File: src/rtl/smckrp_pkg.sv
`timescale 1ns / 1ps
`default_nettype none
// ----------------------------------------------------------------------------
// smckrp_pkg
// Codes, key names and fixed values of the key-read port controller.
// ----------------------------------------------------------------------------
package smckrp_pkg;

  // Port codes
  localparam logic [1:0] PortData   = 2'd0;
  localparam logic [1:0] PortCmd    = 2'd1;
  localparam logic [1:0] PortErr    = 2'd2;

  // Command codes
  localparam logic [7:0] CmdRead    = 8'h10;

  // Status bits
  localparam logic [7:0] StIdle     = 8'h00;
  localparam logic [7:0] StReady    = 8'h01;
  localparam logic [7:0] StAck      = 8'h04;
  localparam logic [7:0] StNewCmd   = 8'h08;

  // Error codes
  localparam logic [7:0] ErrNone     = 8'h00;
  localparam logic [7:0] ErrIntr     = 8'h80;
  localparam logic [7:0] ErrStillBad = 8'h81;
  localparam logic [7:0] ErrBadCmd   = 8'h82;
  localparam logic [7:0] ErrNoKey    = 8'h84;

  localparam int unsigned NumKeys    = 6;
  localparam int unsigned NumOskWords = 8;
  localparam int unsigned KeyLen     = 4;

  // Key entries
  localparam logic [2:0] EntNatj = 3'd0;
  localparam logic [2:0] EntMssp = 3'd1;
  localparam logic [2:0] EntMssd = 3'd2;
  localparam logic [2:0] EntRev  = 3'd3;
  localparam logic [2:0] EntOsk0 = 3'd4;
  localparam logic [2:0] EntOsk1 = 3'd5;

  localparam logic [31:0] KeyNames [NumKeys] = '{
    32'h4E41544A,  // NATJ
    32'h4D535350,  // MSSP
    32'h4D535344,  // MSSD
    32'h52455620,  // "REV "
    32'h4F534B30,  // OSK0
    32'h4F534B31   // OSK1
  };

  localparam logic [5:0] LenOne  = 6'd1;
  localparam logic [5:0] LenRev  = 6'd6;
  localparam logic [5:0] LenOsk  = 6'd32;

  function automatic logic [5:0] entry_len(input logic [2:0] ent);
    logic [5:0] len;
    case (ent)
      EntRev:           len = LenRev;
      EntOsk0, EntOsk1: len = LenOsk;
      default:          len = LenOne;
    endcase
    return len;
  endfunction

  function automatic logic [7:0] rev_byte(input logic [2:0] pos);
    logic [7:0] b;
    case (pos)
      3'd0:    b = 8'h01;
      3'd1:    b = 8'h13;
      3'd2:    b = 8'h0F;
      3'd5:    b = 8'h03;
      default: b = 8'h00;
    endcase
    return b;
  endfunction

endpackage
`default_nettype wire

File: src/rtl/smc_key_read_port_controller.sv
`timescale 1ns / 1ps
`default_nettype none
// ----------------------------------------------------------------------------
// smc_key_read_port_controller
// Byte-wide command, data and error ports of a key-read controller.
// ----------------------------------------------------------------------------
// Each host access is one item and produces one result byte (zero for
// writes). An item is taken into an input register, evaluated against the
// controller state combinationally and its result is held in an output
// register, so one item is accepted per cycle unless the output stalls.
// The result waits in the output register for as long as the output
// stalls. The OSK bytes come from eight 64-bit configuration registers
// that are sampled when the data read is evaluated.
module smc_key_read_port_controller (
  input  wire logic        clk_i,
  input  wire logic        rst_ni,
  // input channel
  input  wire logic        in_valid_i,
  output logic             in_stall_o,
  input  wire logic        mode_i,
  input  wire logic [1:0]  port_select_i,
  input  wire logic [7:0]  write_data_i,
  // output channel
  output logic             out_valid_o,
  input  wire logic        out_stall_i,
  output logic [7:0]       read_data_o,
  // configuration
  input  wire logic        cfg_we_i,
  input  wire logic [2:0]  cfg_idx_i,
  input  wire logic [63:0] cfg_wdata_i
);

  // OSK words
  logic [63:0] osk_q [smckrp_pkg::NumOskWords];

  // input register
  logic       in_valid_q;
  logic       mode_q;
  logic [1:0] port_q;
  logic [7:0] wdata_q;

  // output register
  logic       out_valid_q;
  logic [7:0] rdata_q;
  logic [7:0] rdata_d;

  // controller state
  logic [7:0]  status_q, status_d;
  logic [7:0]  err_q, err_d;
  logic        active_q, active_d;
  logic [2:0]  kcnt_q, kcnt_d;
  logic [31:0] key_q, key_d;
  logic [2:0]  sel_q, sel_d;
  logic [5:0]  vlen_q, vlen_d;
  logic [5:0]  vpos_q, vpos_d;

  logic out_free;
  logic advance;

  assign out_free   = !out_valid_q || !out_stall_i;
  assign advance    = in_valid_q && out_free;
  assign in_stall_o = in_valid_q && !out_free;

  assign out_valid_o = out_valid_q;
  assign read_data_o = rdata_q;

  // configuration writes
  always_ff @(posedge clk_i or negedge rst_ni) begin
    if (!rst_ni) begin
      for (int i = 0; i < int'(smckrp_pkg::NumOskWords); i++) begin
        osk_q[i] <= '0;
      end
    end else if (cfg_we_i) begin
      osk_q[cfg_idx_i] <= cfg_wdata_i;
    end
  end

  // input register
  always_ff @(posedge clk_i or negedge rst_ni) begin
    if (!rst_ni) begin
      in_valid_q <= 1'b0;
    end else if (!in_stall_o) begin
      in_valid_q <= in_valid_i;
    end
  end

  always_ff @(posedge clk_i) begin
    if (in_valid_i && !in_stall_o) begin
      mode_q  <= mode_i;
      port_q  <= port_select_i;
      wdata_q <= write_data_i;
    end
  end

  // value byte lookup
  logic [5:0] osk_pos;
  logic [7:0] osk_byte;
  logic [7:0] value_byte;
  logic [63:0] osk_word;

  always_comb begin
    osk_pos  = {(sel_q == smckrp_pkg::EntOsk1), vpos_q[4:0]};
    osk_word = osk_q[osk_pos[5:3]];
    osk_byte = osk_word[{osk_pos[2:0], 3'b000} +: 8];
    case (sel_q)
      smckrp_pkg::EntRev:                     value_byte = smckrp_pkg::rev_byte(vpos_q[2:0]);
      smckrp_pkg::EntOsk0, smckrp_pkg::EntOsk1: value_byte = osk_byte;
      default:                                value_byte = 8'h00;
    endcase
  end

  // key match
  logic       key_hit;
  logic [2:0] key_ent;

  always_comb begin
    key_hit = 1'b0;
    key_ent = '0;
    for (int e = int'(smckrp_pkg::NumKeys) - 1; e >= 0; e--) begin
      if (key_q == smckrp_pkg::KeyNames[e]) begin
        key_hit = 1'b1;
        key_ent = 3'(e);
      end
    end
  end

  // evaluate one item
  logic [5:0] vpos_inc;

  always_comb begin
    status_d = status_q;
    err_d    = err_q;
    active_d = active_q;
    kcnt_d   = kcnt_q;
    key_d    = key_q;
    sel_d    = sel_q;
    vlen_d   = vlen_q;
    vpos_d   = vpos_q;
    rdata_d  = 8'h00;
    vpos_inc = vpos_q + 6'd1;

    if (mode_q) begin
      case (port_q)
        smckrp_pkg::PortCmd: begin
          if (wdata_q == smckrp_pkg::CmdRead) begin
            if (status_q == smckrp_pkg::StIdle || status_q == smckrp_pkg::StNewCmd) begin
              active_d = 1'b1;
              status_d = smckrp_pkg::StNewCmd | smckrp_pkg::StAck;
            end else begin
              status_d = smckrp_pkg::StNewCmd;
              err_d    = smckrp_pkg::ErrIntr;
            end
          end else begin
            status_d = smckrp_pkg::StNewCmd;
            err_d    = smckrp_pkg::ErrBadCmd;
          end
          kcnt_d = '0;
          vpos_d = '0;
        end
        smckrp_pkg::PortData: begin
          if (!active_q) begin
            err_d = smckrp_pkg::ErrStillBad;
          end else if (kcnt_q < 3'(smckrp_pkg::KeyLen)) begin
            // shift in the next key character
            key_d    = {key_q[23:0], wdata_q};
            kcnt_d   = kcnt_q + 3'd1;
            status_d = smckrp_pkg::StAck;
          end else if (key_hit) begin
            sel_d    = key_ent;
            vlen_d   = smckrp_pkg::entry_len(key_ent);
            vpos_d   = '0;
            status_d = smckrp_pkg::StAck | smckrp_pkg::StReady;
            err_d    = smckrp_pkg::ErrNone;
          end else begin
            status_d = smckrp_pkg::StIdle;
            err_d    = smckrp_pkg::ErrNoKey;
          end
        end
        default: ;
      endcase
    end else begin
      case (port_q)
        smckrp_pkg::PortCmd: rdata_d = status_q;
        smckrp_pkg::PortErr: rdata_d = err_q;
        smckrp_pkg::PortData: begin
          if (!active_q) begin
            err_d = smckrp_pkg::ErrStillBad;
          end else if ((status_q & smckrp_pkg::StReady) != 8'h00 && vpos_q < vlen_q) begin
            rdata_d = value_byte;
            vpos_d  = vpos_inc;
            // drop ready after the last byte
            if (vpos_inc == vlen_q) begin
              status_d = smckrp_pkg::StIdle;
            end else begin
              status_d = smckrp_pkg::StAck | smckrp_pkg::StReady;
            end
          end
        end
        default: ;
      endcase
    end
  end

  always_ff @(posedge clk_i or negedge rst_ni) begin
    if (!rst_ni) begin
      status_q <= '0;
      err_q    <= '0;
      active_q <= 1'b0;
      kcnt_q   <= '0;
      key_q    <= '0;
      sel_q    <= '0;
      vlen_q   <= '0;
      vpos_q   <= '0;
    end else if (advance) begin
      status_q <= status_d;
      err_q    <= err_d;
      active_q <= active_d;
      kcnt_q   <= kcnt_d;
      key_q    <= key_d;
      sel_q    <= sel_d;
      vlen_q   <= vlen_d;
      vpos_q   <= vpos_d;
    end
  end

  // output register
  always_ff @(posedge clk_i or negedge rst_ni) begin
    if (!rst_ni) begin
      out_valid_q <= 1'b0;
    end else if (out_free) begin
      out_valid_q <= in_valid_q;
    end
  end

  always_ff @(posedge clk_i) begin
    if (advance) begin
      rdata_q <= rdata_d;
    end
  end

  // checks
  a_kcnt_range: assert property (@(posedge clk_i) disable iff (!rst_ni)
    kcnt_q <= 3'(smckrp_pkg::KeyLen))
    else $error("key byte count out of range");

  a_vpos_bound: assert property (@(posedge clk_i) disable iff (!rst_ni)
    vpos_q <= vlen_q)
    else $error("value position past value length");

  a_ready_needs_active: assert property (@(posedge clk_i) disable iff (!rst_ni)
    (status_q & smckrp_pkg::StReady) != 8'h00 |-> active_q)
    else $error("data ready without a read command");

  a_no_advance_no_change: assert property (@(posedge clk_i) disable iff (!rst_ni)
    !advance |=> $stable(status_q) && $stable(vpos_q) && $stable(err_q))
    else $error("state changed without an item");

  a_item_reaches_output: assert property (@(posedge clk_i) disable iff (!rst_ni)
    advance |=> out_valid_q)
    else $error("evaluated item lost");

endmodule
`default_nettype wire
File: config.mk
export PLATFORM = sky130hd
export DESIGN_NAME = smc_key_read_port_controller
export DESIGN_NICKNAME = d
export VERILOG_FILES = /design/src/rtl/smckrp_pkg.sv /design/src/rtl/smc_key_read_port_controller.sv
export SDC_FILE = /design/constraint.sdc
export NUM_CORES = 1
export LEC_CHECK = 0
export ABC_AREA = 1
export BUFFER_PORTS_ARGS = -buffer_cell sky130_fd_sc_hd__buf_2
export CORE_MARGIN = 2
export CORE_UTILIZATION = 32
export DETAILED_ROUTE_END_ITERATION = 6
export GPL_TIMING_DRIVEN = 0
export PLACE_DENSITY = 0.44
export SLEW_MARGIN = 15
export SYNTH_ARGS = -nofsm -noshare
export SYNTH_HDL_FRONTEND = slang
export SYNTH_SLANG_ARGS = --single-unit
File: constraint.sdc
create_clock -name clk_i -period 4.55 [get_ports clk_i]
set_clock_uncertainty 0.2 [all_clocks]
set_input_delay 0.91 -clock clk_i [delete_from_list [all_inputs] [get_ports clk_i]]
set_output_delay 0.91 -clock clk_i [all_outputs]
set_load 0.01 [all_outputs]
-- Word-level counts from Yosys, hierarchy flattened
Cells that the tools add are included.
- output and inout port bits: 10
- word-level logic and storage cells: 142
- bits of input ports: 83
- flip-flop bits (word level): 600
- reductions and logical operators: 27
- bitwise operators: 3
- $lt $le $gt $ge: 5
- shift operators: 1
- mux-type cells: 55
- add/sub/neg operators: 2
- eq/ne operators: 27
- operator list (kind ; number):
    bitwise mux 512 bit ; 1
    binary-select mux 64 bit (select 3 bit) ; 1
    demux 64 bit (select 3 bit) ; 1
    == test 32 x 31 -> 1 bit, second input constant ; 6
    two-way mux 64 bit ; 3
    two-way mux 8 bit ; 16
    indexed part select 64 x 7 -> 8 bit ; 1
    one-hot mux 8 bit (2 select lines) ; 3
    two-way mux 6 bit ; 7
    two-way mux 3 bit ; 12
    one-hot mux 6 bit (2 select lines) ; 2
    one-hot mux 8 bit (3 select lines) ; 1
    one-hot mux 5 bit (4 select lines) ; 1
    AND reduction 6 bit ; 3
    == test 3 bit, second input constant ; 5
    AND reduction 5 bit ; 3
    == test 3 x 2 -> 1 bit, second input constant ; 3
    != test 3 bit, second input constant ; 3
    == test 8 x 4 -> 1 bit, second input constant ; 1
    == test 8 x 5 -> 1 bit, second input constant ; 1
    >= comparator 4 bit, second input constant ; 2
    logical NOT 8 bit ; 1
    NOT 3 -> 4 bit ; 2
    AND reduction 8 bit ; 1
    other kinds (21) ; 40

-- Longest topological paths before layout
- word-level depth: 12
- depth in mapped cells: 15
- depth with buffers taken out: 14

-- Least setup slack after synthesis
Ideal clock, no wire load.
- path type: register to register
- from: register vpos_q[0]
- to: register status_q[2]
- stages on the path, launching flop included: 12
- arrival: 2081 ps
- period minus slack after synthesis: 2406 ps
- setup time: 125 ps
- slack: 2144 ps
- cell sequence: dfrtp_1 -> buf_2 -> inv_1 -> clkbuf_1 -> ha_1 -> or2_2 -> o21ai_0 -> nand2_1 -> nor2_1 -> nand3_1 -> a21oi_1 -> a21oi_1
- word-level cells in the longest chain between the ends: 7
- elaborated cells between the ends (all ways): 11
- classes of those cells: add/sub: 1; order compare: 1; eq/ne: 1; mux: 5; reduce/logical: 3
- RTL lines (item ; RTL line ; RTL):
    from (decl) ; smc_key_read_port_controller.sv:55 ; logic [5:0] vpos_q, vpos_d;
    from (signal assigned) ; smc_key_read_port_controller.sv:222 ; vpos_q <= vpos_d;
    adder 6 x 1 -> 6 bit ; smc_key_read_port_controller.sv:140 ; vpos_inc = vpos_q + 6'd1;
    == test 6 bit ; smc_key_read_port_controller.sv:192 ; if (vpos_inc == vlen_q) begin
    two-way mux 3 bit ; smc_key_read_port_controller.sv:192 ;
    two-way mux 8 bit ; smc_key_read_port_controller.sv:188 ; end else if ((status_q & smckrp_pkg::StReady) != 8'h00 && vpos_q < vlen_q) begin
    two-way mux 8 bit ; smc_key_read_port_controller.sv:186 ; if (!active_q) begin
    two-way mux 8 bit ; smc_key_read_port_controller.sv:182 ; case (port_q)
    two-way mux 8 bit ; smc_key_read_port_controller.sv:142 ; if (mode_q) begin
    to (signal assigned) ; smc_key_read_port_controller.sv:215 ; status_q <= status_d;
    to (decl) ; smc_key_read_port_controller.sv:48 ; logic [7:0] status_q, status_d;
Several ways; a longest one is shown, not always the timed one. The select of a mux whose other input is x is not followed.
A chain may end at the register's enable or synchronous reset.

-- Worst setup path in the final report
- from: register sel_q[2]
- to: register rdata_q[4] (netlist: read_data_o[4]), data pin
- word-level cells in the longest chain between the ends: 10
- elaborated cells between the ends (all ways): 13
- classes of those cells: eq/ne: 3; shift: 1; mux: 7; bitwise: 1; reduce/logical: 1
- RTL lines (item ; RTL line ; RTL):
    from (decl) ; smc_key_read_port_controller.sv:53 ; logic [2:0] sel_q, sel_d;
    from (signal assigned) ; smc_key_read_port_controller.sv:220 ; sel_q <= sel_d;
    == test 3 bit ; smc_key_read_port_controller.sv:102, smc_key_read_port_controller.sv:105 ;
    NOT 3 -> 4 bit (not written as such) ; smc_key_read_port_controller.sv:103 ; osk_word = osk_q[osk_pos[5:3]];
    binary-select mux 64 bit (select 3 bit) ; smc_key_read_port_controller.sv:103 ;
    two-way mux 64 bit (not written as such) (2 in series) ; smc_key_read_port_controller.sv:103 ;
    indexed part select 64 x 7 -> 8 bit ; smc_key_read_port_controller.sv:104 ; osk_byte = osk_word[{osk_pos[2:0], 3'b000} +: 8];
    one-hot mux 8 bit (2 select lines) (*) ; smc_key_read_port_controller.sv:105 ; case (sel_q)
    two-way mux 8 bit (*) ; smc_key_read_port_controller.sv:188 ;
    two-way mux 8 bit (*) ; smc_key_read_port_controller.sv:186 ;
    one-hot mux 8 bit (3 select lines) (*) ; smc_key_read_port_controller.sv:182 ;
    to (signal assigned) ; smc_key_read_port_controller.sv:237 ; rdata_q <= rdata_d;
    to (decl) ; smc_key_read_port_controller.sv:44 ; logic [7:0] rdata_q;
Mark *: on every way between the ends. The rest lies on a longest branch, timed or not. The select of a mux whose other input is x is not followed.

==> results.py <==
metrics = {
    "floorplanning": {
        "initial_utilization_pct": 32.28,
        "chipWidth_um": 294.3,
        "die_h_um": 294.3,
        "fp-row-count": 106,
        "core-area_um2": 83560,
        "dieArea_um2": 86620,
        "io_pins": 93,
    },
    "detailed_routing": {
        "wl_met2_um": 52710,
        "drtAntennaViolNets": 0,
        "first_iter_violations": 2782,
        "drt-total-wl_um": 122600,
        "dr.pass1.iters": 5,
        "top_layer_used": "met5",
        "wire_per_inst_um": 26.37,
        "dr_wl_met3_um": 10310,
        "vias_per_cell": 5.427,
        "drcViolationCount": 0,
        "vias": 25220,
        "m1WireLength_um": 54360,
    },
    "yosys": {
        "postSynthNetCount": 3422,
        "synth_top_family_by_area": "simple AND/OR/NAND/NOR gates",
        "synth_common_cells": "nand2_1 (940), o21ai_0 (652), dfrtp_1 (569)",
        "synth_mux_area_share_pct": 0,
        "synth_top_area_share_pct": 52.79,
        "yosysMostFrequentCell": "nand2_1",
        "synth_area_per_cell_um2": 8.097,
        "ys_ff_latch": 588,
        "synth_edf_count": 19,
        "synthCells": 3331,
        "synth-main-ff-cell": "dfrtp_1",
        "synth-simple-area-share_pct": 21.97,
        "synth_compound_area_share_pct": 16.57,
        "synth.area.top_cells": "dfrtp_1 (53%), nand2_1 (13%), o21ai_0 (12%)",
        "ys_seq_area_share_pct": 54.91,
        "synth_cell_types": 41,
        "yosysWarnings": 0,
        "async_reset_ff_share_pct": 96.77,
        "syn_area_um2": 26970,
        "synth_adder_area_share_pct": 0.3711,
        "synth_top_cell_by_area": "dfrtp_1",
        "synth_xor_area_share_pct": 0.1577,
    },
    "critical_path": {
        "critPathCaptureType": "flop",
        "path_common_cell": "nand2_1",
        "path_class": "flop to flop",
        "startpoint_type": "flop",
        "ff2ff_path_depth": 12,
        "arrival_ps": 3850,
        "r2r_end": "read_data_o[4]",
        "rrSetupSlack_ps": 910,
        "critPathSlowestCell": "buf_1",
        "crit_fanout": 10,
        "timing.rr.start": "sel_q[2]",
        "path_cells": "nand2_1 -> nor2_1 -> inv_2 -> buf_1 -> nand3_1 -> nand2_1 -> nand2_1 -> nand3_1 -> nand3_1 -> nand2_1 -> nand2_1 -> o21ai_0",
        "worstPathRequired_ps": 4770,
        "worst_path_largest_cell_delay_ps": 1040,
    },
    "finish": {
        "fill_cells": 8967,
        "final_layout_size_suffix_gt1_share_pct": 8.782,
        "areaGrowthSynthToFinish_pct": 16.51,
        "finalNetCount": 3596,
    },
    "power_and_ir_drop": {
        "finalPower_mw": 15.60,
        "leakagePower_nw": 14.68,
        "powerDensity_nw_per_um2": 496.6,
        "peakVddDrop_uv": 313.0,
    },
    "placement": {
        "gp_congestion": 0.9223,
        "portBuffers": 92,
        "dp_hpwl_um": 82260,
    },
    "global_routing": {
        "grt_max_degree": 97,
        "grtUsageTotal_pct": 28.52,
        "grt_pass1_vias": 24660,
        "gr-total-overflow": 0,
        "grt_pass1_wl_um": 178100,
        "grt_antenna_before_repair": 4,
    },
    "flow_run": {
        "drv_cap": 0,
    },
    "clocking": {
        "numCtsBuffers": 72,
        "clock_path_buffers": 3,
        "cts_max_level": 3,
        "cts_tree": "done",
        "clkLatencyLatePin_ps": 620,
        "cts_sinks": 588,
        "cts_root_buffer": "clkbuf_16",
        "clk_pin_slew_ps": 60,
    },
    "timing": {
        "slew-limit-headroom_pct": 9.677,
        "rsz0062_at_grt": "false",
        "finalMaxSlewViolations": 0,
        "fmax_mhz": 275.0,
        "tightest_slew_ps": 1355,
        "hold_viol": 0,
        "holdWs_ps": 263.4,
        "fin_crit_sh_pct": 79.93,
        "setup_viol": 0,
        "fin_crit_ps": 3637,
    },
    "min_path": {
        "hold_depth": 1,
        "hp-start": "mode_i",
        "min_to": "mode_q",
        "hold_path.class": "input port to flop",
    },
    "outcome": {
        "status": "completed",
    },
}
## through the flow
step	util, %	cell area [um2]	setup TNS, ps	std cells	worst slack [ps]
floorplan	-	26970	0	3331	2144
global placement	34.45	28780	-5973870	4503	-10580
detailed placement	34.70	28990	0	4510	1103
CTS	37.59	31410	0	4644	1083
global route	37.60	31410	0	4644	899.8
finish	37.61	31420	0	4648	913.0
## final cells by class
type,instances,area (um2),share of cell area [%]
timing repair buffer,100,673.1,2.142
antenna,4,10.01,0.03185
buffer,227,1047,3.333
inverter,155,581.8,1.852
clock inverter,16,172.7,0.5495
multi-input combinational,2361,10540,33.54
tap,1080,1351,4.300
sequential,588,14810,47.13
clock buffer,117,2238,7.124
## flip-flops by register name, summed over array words and instances (netlist names)
name         count
status_q         3
out_valid_o      1
osk_q          512
port_q           2
err_q            4
key_q           32
wdata_q          8
active_q         1
read_data_o      8
vpos_q           6
kcnt_q           3
sel_q            3
mode_q           1
vlen_q           3
in_valid_q       1
## how the worst max path moves through the flow
stage              start              to  slack (ps)  depth (start not counted)
5_1_grt         sel_q[1]  read_data_o[5]         900                         13
3_5_place_dp    sel_q[1]  read_data_o[7]        1100                         13
3_3_place_gp      rst_ni       key_q[15]      -10580                          1
2_1_floorplan  vpos_q[0]     status_q[2]        2140                         11
6_report        sel_q[2]  read_data_o[4]         910                         12
4_1_cts         sel_q[1]  read_data_o[6]        1080                         13
## placed cells by master, fill, tap and decap left out, types with 14 or more instances in the layout
cell type / instances
nand2_1: 940
o21ai_0: 652
dfrtp_1: 569
nor2_1: 316
nand3_1: 180
clkbuf_1: 159
inv_1: 149
buf_2: 148
a21oi_1: 95
o22ai_1: 87
clkbuf_16: 78
nor3_1: 19
o21ai_1: 19
edfxtp_1: 19
buf_4: 15
clkbuf_8: 14
## power by group
part / internal [mW] / switching (mW)
combinational: 0.889 / 1.85
sequential: 6.29 / 0.628
clock: 3.54 / 2.41
## logic make-up after synthesis
family,count (synthesis)
AOI/OAI and AO/OA,864
xor gates and xnor gates,4
adders and majority gates,8
buffers and inverters,382
DFF,588
and+or+nand+nor,1485
## repair_timing
action,4_1_cts,5_1_grt
hold endpoints to repair,38,0
buffers inserted,0,0
gates resized for setup,0,0
setup endpoints to repair,0,0
hold buffers,1,0
## critical path, delay by kind of cell (launching register included)
family | cells | cell delay (ps)
AND/OR/NAND/NOR | 9 | 1360
AO/OA/AOI/OAI | 1 | 130
buffers and inverters | 2 | 1360
flip-flops | 1 | 390
## per-layer routing
layer | GRT usage [%] | vias up
li1 | - | 11340
met1 | 40.12 | 12540
met2 | 42.32 | 1101
met3 | 6.342 | 249
met4 | 11.68 | 2
met5 | 0 | -
(Power assumes the default switching activity.)
